**config.mk**
```make
export PLATFORM = sky130hd
export DESIGN_NAME = http_response_header_scanner_flat
export DESIGN_NICKNAME = d
export VERILOG_FILES = /design/src/rtl/core/hrhs_pkg.sv /design/src/rtl/core/hrhs_req_if.sv /design/src/rtl/core/hrhs_rsp_if.sv /design/src/rtl/core/hrhs_scan.sv /design/src/rtl/core/http_response_header_scanner.sv /design/src/flat_wrapper.sv
export SDC_FILE = /design/constraint.sdc
export NUM_CORES = 1
export LEC_CHECK = 0
export ABC_AREA = 1
export BUFFER_PORTS_ARGS = -buffer_cell sky130_fd_sc_hd__buf_2
export CORE_MARGIN = 1
export CORE_UTILIZATION = 60
export DETAILED_ROUTE_END_ITERATION = 10
export GPL_ROUTABILITY_DRIVEN = 0
export GPL_TIMING_DRIVEN = 0
export PLACE_DENSITY = 0.89
export SKIP_CTS_REPAIR_TIMING = 1
export SYNTH_ARGS = -nofsm -noshare
export SYNTH_HDL_FRONTEND = slang
export SYNTH_HIERARCHICAL = 1
export SYNTH_SLANG_ARGS = --single-unit
```
**constraint.sdc**
```tcl
create_clock -name clock -period 5.1 [get_ports clock]
set_input_delay 0.51 -clock clock [delete_from_list [all_inputs] [get_ports clock]]
set_output_delay 0.51 -clock clock [all_outputs]
set_load 0.01 [all_outputs]
```
**src/rtl/core/hrhs_pkg.sv**
```systemverilog
`default_nettype none

package hrhs_pkg;

   localparam int unsigned BYTE_W   = 8;
   localparam int unsigned STATUS_W = 10;
   localparam int unsigned LENGTH_W = 31;
   localparam int unsigned ACCUM_W  = 31;
   localparam int unsigned IDX_W    = 4;

   localparam logic [7:0] CHAR_LF    = 8'h0A;
   localparam logic [7:0] CHAR_CR    = 8'h0D;
   localparam logic [7:0] CHAR_SPACE = 8'h20;
   localparam logic [7:0] CHAR_PLUS  = 8'h2B;
   localparam logic [7:0] CHAR_COLON = 8'h3A;

   localparam logic [IDX_W-1:0]    NAME_LEN   = 4'd14;
   localparam logic [STATUS_W-1:0] OK_STATUS  = 10'd200;
   localparam logic [34:0]         STATUS_MAX = 35'd999;
   localparam logic [34:0]         LENGTH_MAX = 35'h0_7FFF_FFFF;

   typedef enum logic [1:0] {
      OUT_OK         = 2'd0,
      OUT_NOLEN      = 2'd1,
      OUT_BAD_STATUS = 2'd2,
      OUT_READ_ERR   = 2'd3
   } outcome_type;

   typedef enum logic [7:0] {
      PH_NAME  = 8'b0000_0001,
      PH_SSKIP = 8'b0000_0010,
      PH_SDIG  = 8'b0000_0100,
      PH_SDONE = 8'b0000_1000,
      PH_VSKIP = 8'b0001_0000,
      PH_VDIG  = 8'b0010_0000,
      PH_VDONE = 8'b0100_0000,
      PH_OTHER = 8'b1000_0000
   } phase_type;

   typedef struct packed {
      phase_type          phase;
      logic [IDX_W-1:0]   idx;
      logic               mismatch;
      logic [ACCUM_W-1:0] accum;
   } line_state_type;

   typedef struct packed {
      logic                valid;
      outcome_type         outcome;
      logic [STATUS_W-1:0] status_code;
      logic [LENGTH_W-1:0] content_length;
   } result_type;

   // lower-case "content-length"
   function automatic logic [7:0] name_char(input logic [IDX_W-1:0] i);
      logic [7:0] c;
      case (i)
         4'd0:    c = "c";
         4'd1:    c = "o";
         4'd2:    c = "n";
         4'd3:    c = "t";
         4'd4:    c = "e";
         4'd5:    c = "n";
         4'd6:    c = "t";
         4'd7:    c = "-";
         4'd8:    c = "l";
         4'd9:    c = "e";
         4'd10:   c = "n";
         4'd11:   c = "g";
         4'd12:   c = "t";
         4'd13:   c = "h";
         default: c = 8'h00;
      endcase
      return c;
   endfunction

   function automatic logic is_digit(input logic [7:0] c);
      return (c >= "0") && (c <= "9");
   endfunction

   function automatic logic is_blank(input logic [7:0] c);
      return (c == CHAR_SPACE) || ((c >= 8'h09) && (c <= 8'h0D));
   endfunction

endpackage

`default_nettype wire

```
**src/rtl/core/hrhs_req_if.sv**
```systemverilog
`default_nettype none

interface hrhs_req_if;
   import hrhs_pkg::*;

   logic              valid;
   logic              ready;
   logic [BYTE_W-1:0] data_byte;
   logic              end_of_data;

   modport source (output valid, output data_byte, output end_of_data, input ready);
   modport sink   (input valid, input data_byte, input end_of_data, output ready);
endinterface

`default_nettype wire

```
**src/rtl/core/hrhs_rsp_if.sv**
```systemverilog
`default_nettype none

interface hrhs_rsp_if;
   import hrhs_pkg::*;

   logic                valid;
   logic                ready;
   logic [1:0]          outcome;
   logic [STATUS_W-1:0] status_code;
   logic [LENGTH_W-1:0] content_length;

   modport source (output valid, output outcome, output status_code,
                   output content_length, input ready);
   modport sink   (input valid, input outcome, input status_code,
                   input content_length, output ready);
endinterface

`default_nettype wire

```
**src/rtl/core/hrhs_scan.sv**
```systemverilog
`default_nettype none

module hrhs_scan #(
   parameter int unsigned LINE_LIMIT = 1024
) (
   input  wire logic                       clock,
   input  wire logic                       reset,
   input  wire logic                       step,
   input  wire logic [hrhs_pkg::BYTE_W-1:0] data_byte,
   input  wire logic                       end_of_data,
   output hrhs_pkg::result_type            res
);
   import hrhs_pkg::*;

   localparam int unsigned CNT_W = $clog2(LINE_LIMIT + 1);

   line_state_type      line_ff, line_in;
   logic [7:0]          held_byte_ff, held_byte_in;
   logic                held_valid_ff, held_valid_in;
   logic [CNT_W-1:0]    count_ff, count_in;
   logic [STATUS_W-1:0] status_ff, status_in;
   logic [LENGTH_W-1:0] length_ff, length_in;

   line_state_type      line_ex;
   logic [CNT_W-1:0]    count_inc;
   logic                lone_cr;
   outcome_type         end_outcome;

   localparam line_state_type LINE_CLEAR = '{phase: PH_NAME, idx: '0, mismatch: 1'b0,
                                             accum: '0};

   function automatic logic [ACCUM_W-1:0] add_digit(input logic [ACCUM_W-1:0] acc,
                                                    input logic [7:0] c,
                                                    input logic for_length);
      logic [34:0] v;
      logic [34:0] lim;
      v   = ({4'b0, acc} << 3) + ({4'b0, acc} << 1) + {31'b0, c[3:0]};
      lim = for_length ? LENGTH_MAX : STATUS_MAX;
      return (v > lim) ? lim[ACCUM_W-1:0] : v[ACCUM_W-1:0];
   endfunction

   // scan one byte that is known not to be the last of its line
   function automatic line_state_type examine(input line_state_type s, input logic [7:0] c);
      line_state_type r;
      logic [7:0]     low;
      logic           name_part;
      r         = s;
      low       = ((c >= "A") && (c <= "Z")) ? c + 8'd32 : c;
      name_part = (s.phase == PH_NAME) || (s.phase == PH_SSKIP) ||
                  (s.phase == PH_SDIG) || (s.phase == PH_SDONE);
      if (name_part) begin
         if (c == CHAR_COLON) begin
            r.phase = (!s.mismatch && (s.idx == NAME_LEN)) ? PH_VSKIP : PH_OTHER;
            r.accum = '0;
         end else begin
            if (!s.mismatch) begin
               if ((s.idx < NAME_LEN) && (low == name_char(s.idx))) begin
                  r.idx = s.idx + 4'd1;
               end else begin
                  r.mismatch = 1'b1;
               end
            end
            unique case (s.phase)
               PH_NAME: begin
                  if (c == CHAR_SPACE) r.phase = PH_SSKIP;
               end
               PH_SSKIP: begin
                  if (is_digit(c)) begin
                     r.accum = add_digit('0, c, 1'b0);
                     r.phase = PH_SDIG;
                  end else if (c == CHAR_PLUS) begin
                     r.phase = PH_SDIG;
                  end else if (!is_blank(c)) begin
                     r.phase = PH_SDONE;
                  end
               end
               PH_SDIG: begin
                  if (is_digit(c)) r.accum = add_digit(s.accum, c, 1'b0);
                  else r.phase = PH_SDONE;
               end
               default: ;
            endcase
         end
      end else begin
         unique case (s.phase)
            PH_VSKIP: begin
               if (is_digit(c)) begin
                  r.accum = add_digit('0, c, 1'b1);
                  r.phase = PH_VDIG;
               end else if (c == CHAR_PLUS) begin
                  r.phase = PH_VDIG;
               end else if (!is_blank(c)) begin
                  r.phase = PH_VDONE;
               end
            end
            PH_VDIG: begin
               if (is_digit(c)) r.accum = add_digit(s.accum, c, 1'b1);
               else r.phase = PH_VDONE;
            end
            default: ;
         endcase
      end
      return r;
   endfunction

   assign line_ex   = held_valid_ff ? examine(line_ff, held_byte_ff) : line_ff;
   assign count_inc = count_ff + {{(CNT_W-1){1'b0}}, 1'b1};
   assign lone_cr   = (count_ff == {{(CNT_W-1){1'b0}}, 1'b1}) && (held_byte_ff == CHAR_CR);

   always_comb begin
      if (status_ff != OK_STATUS)   end_outcome = OUT_BAD_STATUS;
      else if (length_ff == '0)     end_outcome = OUT_NOLEN;
      else                          end_outcome = OUT_OK;
   end

   always_comb begin
      line_in        = line_ff;
      held_byte_in   = held_byte_ff;
      held_valid_in  = held_valid_ff;
      count_in       = count_ff;
      status_in      = status_ff;
      length_in      = length_ff;
      res.valid          = 1'b0;
      res.outcome        = OUT_READ_ERR;
      res.status_code    = status_ff;
      res.content_length = length_ff;

      if (step) begin
         if (end_of_data || (data_byte == CHAR_LF)) begin
            if (end_of_data || (count_ff == '0) || lone_cr) begin
               // header end or read error: report, then restart everything
               res.valid     = 1'b1;
               res.outcome   = lone_cr ? end_outcome : OUT_READ_ERR;
               line_in       = LINE_CLEAR;
               held_byte_in  = '0;
               held_valid_in = 1'b0;
               count_in      = '0;
               status_in     = '0;
               length_in     = '0;
            end else begin
               // held byte is the dropped line end
               if ((line_ff.phase == PH_NAME) || (line_ff.phase == PH_SSKIP) ||
                   (line_ff.phase == PH_SDIG) || (line_ff.phase == PH_SDONE)) begin
                  status_in = line_ff.accum[STATUS_W-1:0];
               end else if (line_ff.phase != PH_OTHER) begin
                  length_in = line_ff.accum[LENGTH_W-1:0];
               end
               line_in       = LINE_CLEAR;
               held_byte_in  = '0;
               held_valid_in = 1'b0;
               count_in      = '0;
            end
         end else if (count_inc >= CNT_W'(LINE_LIMIT)) begin
            // line split at the limit; the new byte is the dropped one
            if ((line_ex.phase == PH_NAME) || (line_ex.phase == PH_SSKIP) ||
                (line_ex.phase == PH_SDIG) || (line_ex.phase == PH_SDONE)) begin
               status_in = line_ex.accum[STATUS_W-1:0];
            end else if (line_ex.phase != PH_OTHER) begin
               length_in = line_ex.accum[LENGTH_W-1:0];
            end
            line_in       = LINE_CLEAR;
            held_byte_in  = '0;
            held_valid_in = 1'b0;
            count_in      = '0;
         end else begin
            line_in       = line_ex;
            held_byte_in  = data_byte;
            held_valid_in = 1'b1;
            count_in      = count_inc;
         end
      end
   end

   always_ff @(posedge clock) begin
      if (reset) begin
         line_ff       <= LINE_CLEAR;
         held_byte_ff  <= '0;
         held_valid_ff <= 1'b0;
         count_ff      <= '0;
         status_ff     <= '0;
         length_ff     <= '0;
      end else begin
         line_ff       <= line_in;
         held_byte_ff  <= held_byte_in;
         held_valid_ff <= held_valid_in;
         count_ff      <= count_in;
         status_ff     <= status_in;
         length_ff     <= length_in;
      end
   end

endmodule

`default_nettype wire

```
**src/rtl/core/http_response_header_scanner.sv**
```systemverilog
// HTTP response header scanner.
// req channel: one response byte per transaction (data_byte), or an end of
//   data marker (end_of_data = 1, data_byte ignored).
// rsp channel: one transaction per finished header or read error, carrying
//   outcome (ok, length unknown, bad status, read error), the last status
//   code and the last content-length seen.
// Throughput: one byte per cycle while no result waits on a low rsp.ready.
//   Each byte is held in an input register, scanned by combinational logic
//   (one compare chain and a multiply-add by ten), and any result lands in
//   the output register. A result becomes valid once the byte that ends the
//   header has left the input register and its result has been registered.
// Reset clears all scan state and the valid flags of both registers; the
//   block is ready as soon as reset is released. After each result the
//   scan restarts from a clean state.
// When rsp.ready is low a pending result holds; one more byte can still be
//   taken into the input register, and the input stalls after that until
//   the result is taken.
`default_nettype none

module http_response_header_scanner #(
   parameter int unsigned LINE_LIMIT = 1024
) (
   input  wire logic  clock,
   input  wire logic  reset,
   hrhs_req_if.sink   req,
   hrhs_rsp_if.source rsp
);
   import hrhs_pkg::*;

   logic                in_valid_ff, in_valid_in;
   logic [BYTE_W-1:0]   in_byte_ff;
   logic                in_eod_ff;
   logic                rsp_valid_ff, rsp_valid_in;
   logic [1:0]          rsp_outcome_ff;
   logic [STATUS_W-1:0] rsp_status_ff;
   logic [LENGTH_W-1:0] rsp_length_ff;

   logic       out_free;
   logic       step;
   result_type res;

   assign out_free  = !rsp_valid_ff || rsp.ready;
   assign step      = in_valid_ff && out_free;
   assign req.ready = !in_valid_ff || out_free;

   assign in_valid_in  = req.valid || (in_valid_ff && !out_free);
   assign rsp_valid_in = step ? res.valid : (rsp_valid_ff && !rsp.ready);

   hrhs_scan #(
      .LINE_LIMIT (LINE_LIMIT)
   ) u_scan (
      .clock       (clock),
      .reset       (reset),
      .step        (step),
      .data_byte   (in_byte_ff),
      .end_of_data (in_eod_ff),
      .res         (res)
   );

   always_ff @(posedge clock) begin
      if (reset) begin
         in_valid_ff  <= 1'b0;
         rsp_valid_ff <= 1'b0;
      end else begin
         in_valid_ff  <= in_valid_in;
         rsp_valid_ff <= rsp_valid_in;
      end
   end

   always_ff @(posedge clock) begin
      if (req.valid && req.ready) begin
         in_byte_ff <= req.data_byte;
         in_eod_ff  <= req.end_of_data;
      end
      if (step && res.valid) begin
         rsp_outcome_ff <= res.outcome;
         rsp_status_ff  <= res.status_code;
         rsp_length_ff  <= res.content_length;
      end
   end

   assign rsp.valid          = rsp_valid_ff;
   assign rsp.outcome        = rsp_outcome_ff;
   assign rsp.status_code    = rsp_status_ff;
   assign rsp.content_length = rsp_length_ff;

endmodule

`default_nettype wire

```
**src/flat_wrapper.sv**
```systemverilog
// flat-port wrapper written by rule: the top's interface ports become plain ports
module http_response_header_scanner_flat import hrhs_pkg::*;
#(
   parameter int unsigned LINE_LIMIT = 1024
)
  (clock, reset, req_valid, req_data_byte, req_end_of_data, req_ready, rsp_valid, rsp_outcome, rsp_status_code, rsp_content_length, rsp_ready);
  hrhs_req_if req_i ();
  hrhs_rsp_if rsp_i ();
  input  wire logic clock;
  input  wire logic reset;
  input wire logic [$bits(req_i.valid)-1:0] req_valid;
  input wire logic [$bits(req_i.data_byte)-1:0] req_data_byte;
  input wire logic [$bits(req_i.end_of_data)-1:0] req_end_of_data;
  output wire logic [$bits(req_i.ready)-1:0] req_ready;
  output wire logic [$bits(rsp_i.valid)-1:0] rsp_valid;
  output wire logic [$bits(rsp_i.outcome)-1:0] rsp_outcome;
  output wire logic [$bits(rsp_i.status_code)-1:0] rsp_status_code;
  output wire logic [$bits(rsp_i.content_length)-1:0] rsp_content_length;
  input wire logic [$bits(rsp_i.ready)-1:0] rsp_ready;
  assign req_i.valid = req_valid;
  assign req_i.data_byte = req_data_byte;
  assign req_i.end_of_data = req_end_of_data;
  assign req_ready = req_i.ready;
  assign rsp_valid = rsp_i.valid;
  assign rsp_outcome = rsp_i.outcome;
  assign rsp_status_code = rsp_i.status_code;
  assign rsp_content_length = rsp_i.content_length;
  assign rsp_i.ready = rsp_ready;
  http_response_header_scanner #(.LINE_LIMIT(LINE_LIMIT)) u_core (.clock(clock), .reset(reset), .req(req_i), .rsp(rsp_i));
endmodule
```
* After elaboration in Yosys (flattened, before gate mapping)
Memory sizes are Yosys's and may differ from the RTL's. A register that Yosys moved wholly into a read port is not among the register bits. Index checks and enable logic that the tools add are counted.
Storage, ports and cells: flip-flop bits (word level) 159, memory bits (read-only) 112, output and inout bits 45, word-level logic and storage cells 174, memories 1
Operators by class: add/sub/neg operators 5, magnitude comparators 12, eq/ne operators 27, muxes and demuxes 65, bitwise gates (word level) 4, reductions and logical operators 43
Memories:
- (name not given) | words 16, width 7, read ports 1, clocked after Yosys merged registers in 1, wr ports 0, RTL line hrhs_pkg.sv:57 | case (i)
Operator list (number):
- $mux 31 | 16
- $mux 8 | 18
- $mux 44 | 3
- $pmux 31 s2 | 2
- $mux 10 | 6
- $add 34x32->35 | 1
- $add 35x4->35 | 1
- $gt 35x10->1 const B | 1
- $gt 35x31->1 const B | 1
- $eq 8x4->1 const B | 4
- $eq 8x6->1 const B | 4
- $gt 4x31->1 const B | 1
- $logic_not 31->1 | 1
- $pmux 8 s3 | 1
- $mux 11 | 2
- $eq 8x1->1 const B | 2
- $eq 8x2->1 const B | 2
- $eq 8x3->1 const B | 2
- $ne 8x8->1 const B | 2
- $pmux 8 s2 | 1
- $mux 5 | 3
- $logic_or 1x1->1 | 13
- $mux 4 | 3
- $ne 3x1->1 const B | 4
- 31 further kinds | 62

* Logic depth before layout (Yosys ltp)
depth in word-level cells 19, gate-level depth with buffers 28, depth with buffers taken out 28

* By module
Netlist, hierarchy kept.
By module, submodules not included:
- hrhs_scan | instances 1, cells each 1671, area an instance 9918.3 µm², seq. area each 2242.2 µm²
- http_response_header_scanner | instances 1, cells each 70, area an instance 1684.1 µm², seq. area each 1601.5 µm²

* Worst setup path before layout
Ideal clock, no wire load.
path type input-to-reg, from input port rsp_ready, to register u_core.rsp_length_ff[0] (netlist: u_core/rsp.content_length[0]) (enable), library setup time 0.436 ns, arrival 3.315 ns, setup slack 1.349 ns, stages on the path 9, buffers on the path 1, path through inv_1 -> nand2_1 -> inv_1 -> nor2_1 -> inv_1 -> clkbuf_1 -> nor3_1 -> inv_1 -> nor3_2
RTL lines:
- start: declaration | RTL line flat_wrapper.sv:19 | input wire logic [$bits(rsp_i.ready)-1:0] rsp_ready;
- end signal: assignment | RTL line http_response_header_scanner.sv:78 | rsp_length_ff <= res.content_length;
- end: declaration | RTL line http_response_header_scanner.sv:36 | logic [LENGTH_W-1:0] rsp_length_ff;

* Worst setup path after layout
from register u_core.u_scan.held_byte_ff[3], to register u_core.u_scan.length_ff[29]
On the way: longest elaborated chain between the ends 16, elaborated cells on any way between the ends 60
Ends and longest elaborated chain:
- start: declaration | RTL line hrhs_scan.sv:18 | logic [7:0] held_byte_ff, held_byte_in;
- start signal: assignment | RTL line hrhs_scan.sv:184 | held_byte_ff <= held_byte_in;
- branches (longest 16 deep; another with $add 35x4->35)
- end signal: assignment | RTL line hrhs_scan.sv:188 | length_ff <= length_in;
- end: declaration | RTL line hrhs_scan.sv:22 | logic [LENGTH_W-1:0] length_ff, length_in;
Parallel ways; which one is timed is not known. The select of a mux whose other input is x is not followed. A chain may end at the register's enable or synchronous reset.

==> results_dict.tcl <==
set metrics [dict create \
    status "finished, final reports clean" \
    track_usage_pct 33.7 \
    yosysUniqueCellTypes 58 \
    die_x_um 141 \
    synth_area_leaders "dfxtp_1, nand2_1, edfxtp_1, inv_1, ha_1" \
    drtPass1Iterations 7 \
    die_h_um 141 \
    antenna_found_initial 1 \
    initial_utilization_pct 61.6 \
    setup_viol 0 \
    worstPathArrival_ns 4.45 \
    io_pins 58 \
    cpPeakStageDelay_ns 0.57 \
    cp_slowest_cell "fa_1" \
    syn_area_per_cell_um2 6.66 \
    path_clk_slew_ns 0.08 \
    start_kind "flop" \
    drc 0 \
    antennaDiodeCount 0 \
    layout.nets 1907 \
    synth_top_area_cell "dfxtp_1" \
    vias 12116 \
    routed_wl_um 32800 \
    timing_worst_setup_path_type "reg -> reg" \
    first_global_vias 11467 \
    cp_num_buf_inv 3 \
    synthCells 1741 \
    synthTopCellsByCount "nand2_1, inv_1, nor2_1, dfxtp_1, nand3_1" \
    drv_cap 0 \
    synth-seq-cells 166 \
    grt_max_degree 26 \
    r2r-start "u_core/u_scan/held_byte_ff[3]" \
    power.leakage_nw 6.31 \
    fin_crit_ns 4.14 \
    crit_top_cell "nand2_1" \
    slew_headroom_pct 38.0 \
    via_per_inst 5.79 \
    worst_ep_required_time_ns 5.41 \
    cts_sinks 166 \
    cts_tree "yes" \
    peakVddDrop_mv 0.270 \
    synthFlopType "dfxtp_1" \
    overflow 0 \
    worstPathCellList "inv_2 > fa_1 > inv_1 > ha_1 > nand3_1 > nand3_1 > nand2_1 > nand2_1 > nand2_1 > nand2_1 > nand2_1 > nand2_1 > nand2_1 > nand2_1 > nor2_1 > nand2_2 > buf_2 > o21ai_0 > nand2_1 > a21oi_1 > nor2_1 > nor3_1 > nor2_1" \
    grt_pass1_wl_um 53300 \
    min_path_type "in -> reg" \
    clk_latency_ns 0.43 \
    worst_pin_slew_ns 0.927 \
    wl_per_cell_um 15.7 \
    hold_viol 0 \
    hpwlAfterDp_um 24500 \
    synth_most_common_cell "nand2_1" \
    cp-end-kind "flop" \
    syn_to_final_growth_pct 10.8 \
    worstHoldStart "req_data_byte[4]" \
    synth_edf_count 52 \
    powerDensity_nw_per_um2 236 \
    syn_nets 1830 \
    io_buffers 57 \
    drive_gt1_share_pct 9.99 \
    htree_num_levels 4 \
    first_iter_violations 1325 \
    path_max_fanout 10 \
    cts.path.max_buffers 2 \
    fmax_ghz 0.242 \
    yosysSeqAreaShare_pct 33.1 \
    ant_nets 0 \
    synthArstFlopShare_pct 0 \
    critical_path.top_delay_family "simple AND/OR/NAND/NOR gates" \
    syn_area_um2 11600 \
    tns_ns 0 \
    finalCoreUtilization_pct 68.3 \
    cts-root-buf "clkbuf_16" \
    ys.warnings.count 6 \
    maxSlewViolCount 0 \
    row_count 50 \
    cts_made_buffers 17 \
    rsz0062_at_grt "false" \
    synthDominantCellAreaShare_pct 19.7 \
    finalCritPeriodShare_pct 81.1 \
    core_um2 18800 \
    skew_ns 0.0130 \
    die_area_um2 19900 \
    startpoint "u_core/u_scan/held_byte_ff[3]" \
]
-- registers in the layout, summed over array words and instances, names as in the netlist, named ones only --
signal                       cells
u_core/in_byte_ff                8
u_core/in_eod_ff                 1
u_core/in_valid_ff               1
u_core/rsp.content_length       31
u_core/rsp.outcome               2
u_core/rsp.status_code          10
u_core/rsp.valid                 1
u_core/u_scan/count_ff          11
u_core/u_scan/held_byte_ff       8
u_core/u_scan/held_valid_ff      1
u_core/u_scan/length_ff         31
u_core/u_scan/line_ff           44
u_core/u_scan/status_ff         10
-- layer usage --
layer | vias up | routed length (um) | track usage, %
met5 | - | 13 | 0
met1 | 5410 | 12500 | 39.7
met3 | 189 | 3070 | 6.18
met2 | 764 | 15300 | 56.1
met4 | 2 | 1920 | 22.2
li1 | 5751 | - | -
-- final timing paths --
kind	cells past startpoint	slack (ns)	endpoint
worst max-delay path	23	0.96	u_core/u_scan/length_ff[29]
worst min-delay path	1	0.25	u_core/in_byte_ff[4]
worst max register to register	23	0.96	u_core/u_scan/length_ff[29]
worst min register to register	0	0.44	u_core/rsp.status_code[2]
-- layout make-up --
cell class | count | area [um^2]
Multi-Input combinational cell | 1226 | 6410
Fill cell | 1504 | 5970
Sequential cell | 166 | 3840
Inverter | 308 | 1160
Clock buffer | 17 | 425
Tap cell | 260 | 325
Timing Repair Buffer | 58 | 300
Clock inverter | 15 | 201
Buffer | 41 | 191
-- cell families after synthesis --
| kind of cell | count (synthesis) | synth area share (%) |
|---|---|---|
| flip-flops | 166 | 33.1 |
| AO/OA/AOI/OAI | 216 | 10.9 |
| AND/OR/NAND/NOR | 916 | 34.6 |
| XOR/XNOR | 18 | 1.36 |
| buffers and inverters | 349 | 11.7 |
| adder cells (fa/ha/maj) | 76 | 8.33 |
-- stage by stage --
stage                     setup slack, ns  power, mW  instances  hold slack [ns]  instance area, um^2
after floorplan                      1.35       1.65       1741            0.408                11600
after global placement              0.509       1.72       2058            0.417                12200
after global routing                0.603       3.13       2091            0.233                12900
after detailed placement             1.05       1.73       2059            0.421                12200
final                               0.962       3.04       2091            0.251                12900
after CTS                            1.02       3.03       2091            0.238                12900
-- power by group --
group / total (mW) / switching (mW) / internal [mW] / leakage (nW)
Combinational: 0.299 / 0.208 / 0.0912 / 4.61
Sequential: 1.42 / 0.0269 / 1.39 / 1.40
Clock: 1.32 / 0.645 / 0.675 / 0.302
-- layout by cell type, fill, tap and decap left out, types with 17 or more instances in the layout --
| cell type | count |
|---|---|
| ha_1 | 74 |
| nand2_1 | 530 |
| clkbuf_1 | 23 |
| a21oi_1 | 66 |
| nand3_1 | 97 |
| clkbuf_16 | 17 |
| nor2_1 | 169 |
| o21ai_0 | 63 |
| buf_2 | 63 |
| o22ai_1 | 27 |
| inv_1 | 284 |
| edfxtp_1 | 52 |
| nor3_1 | 24 |
| dfxtp_1 | 114 |
| inv_2 | 21 |
| nand4_1 | 23 |
(Power assumes the default switching activity.)
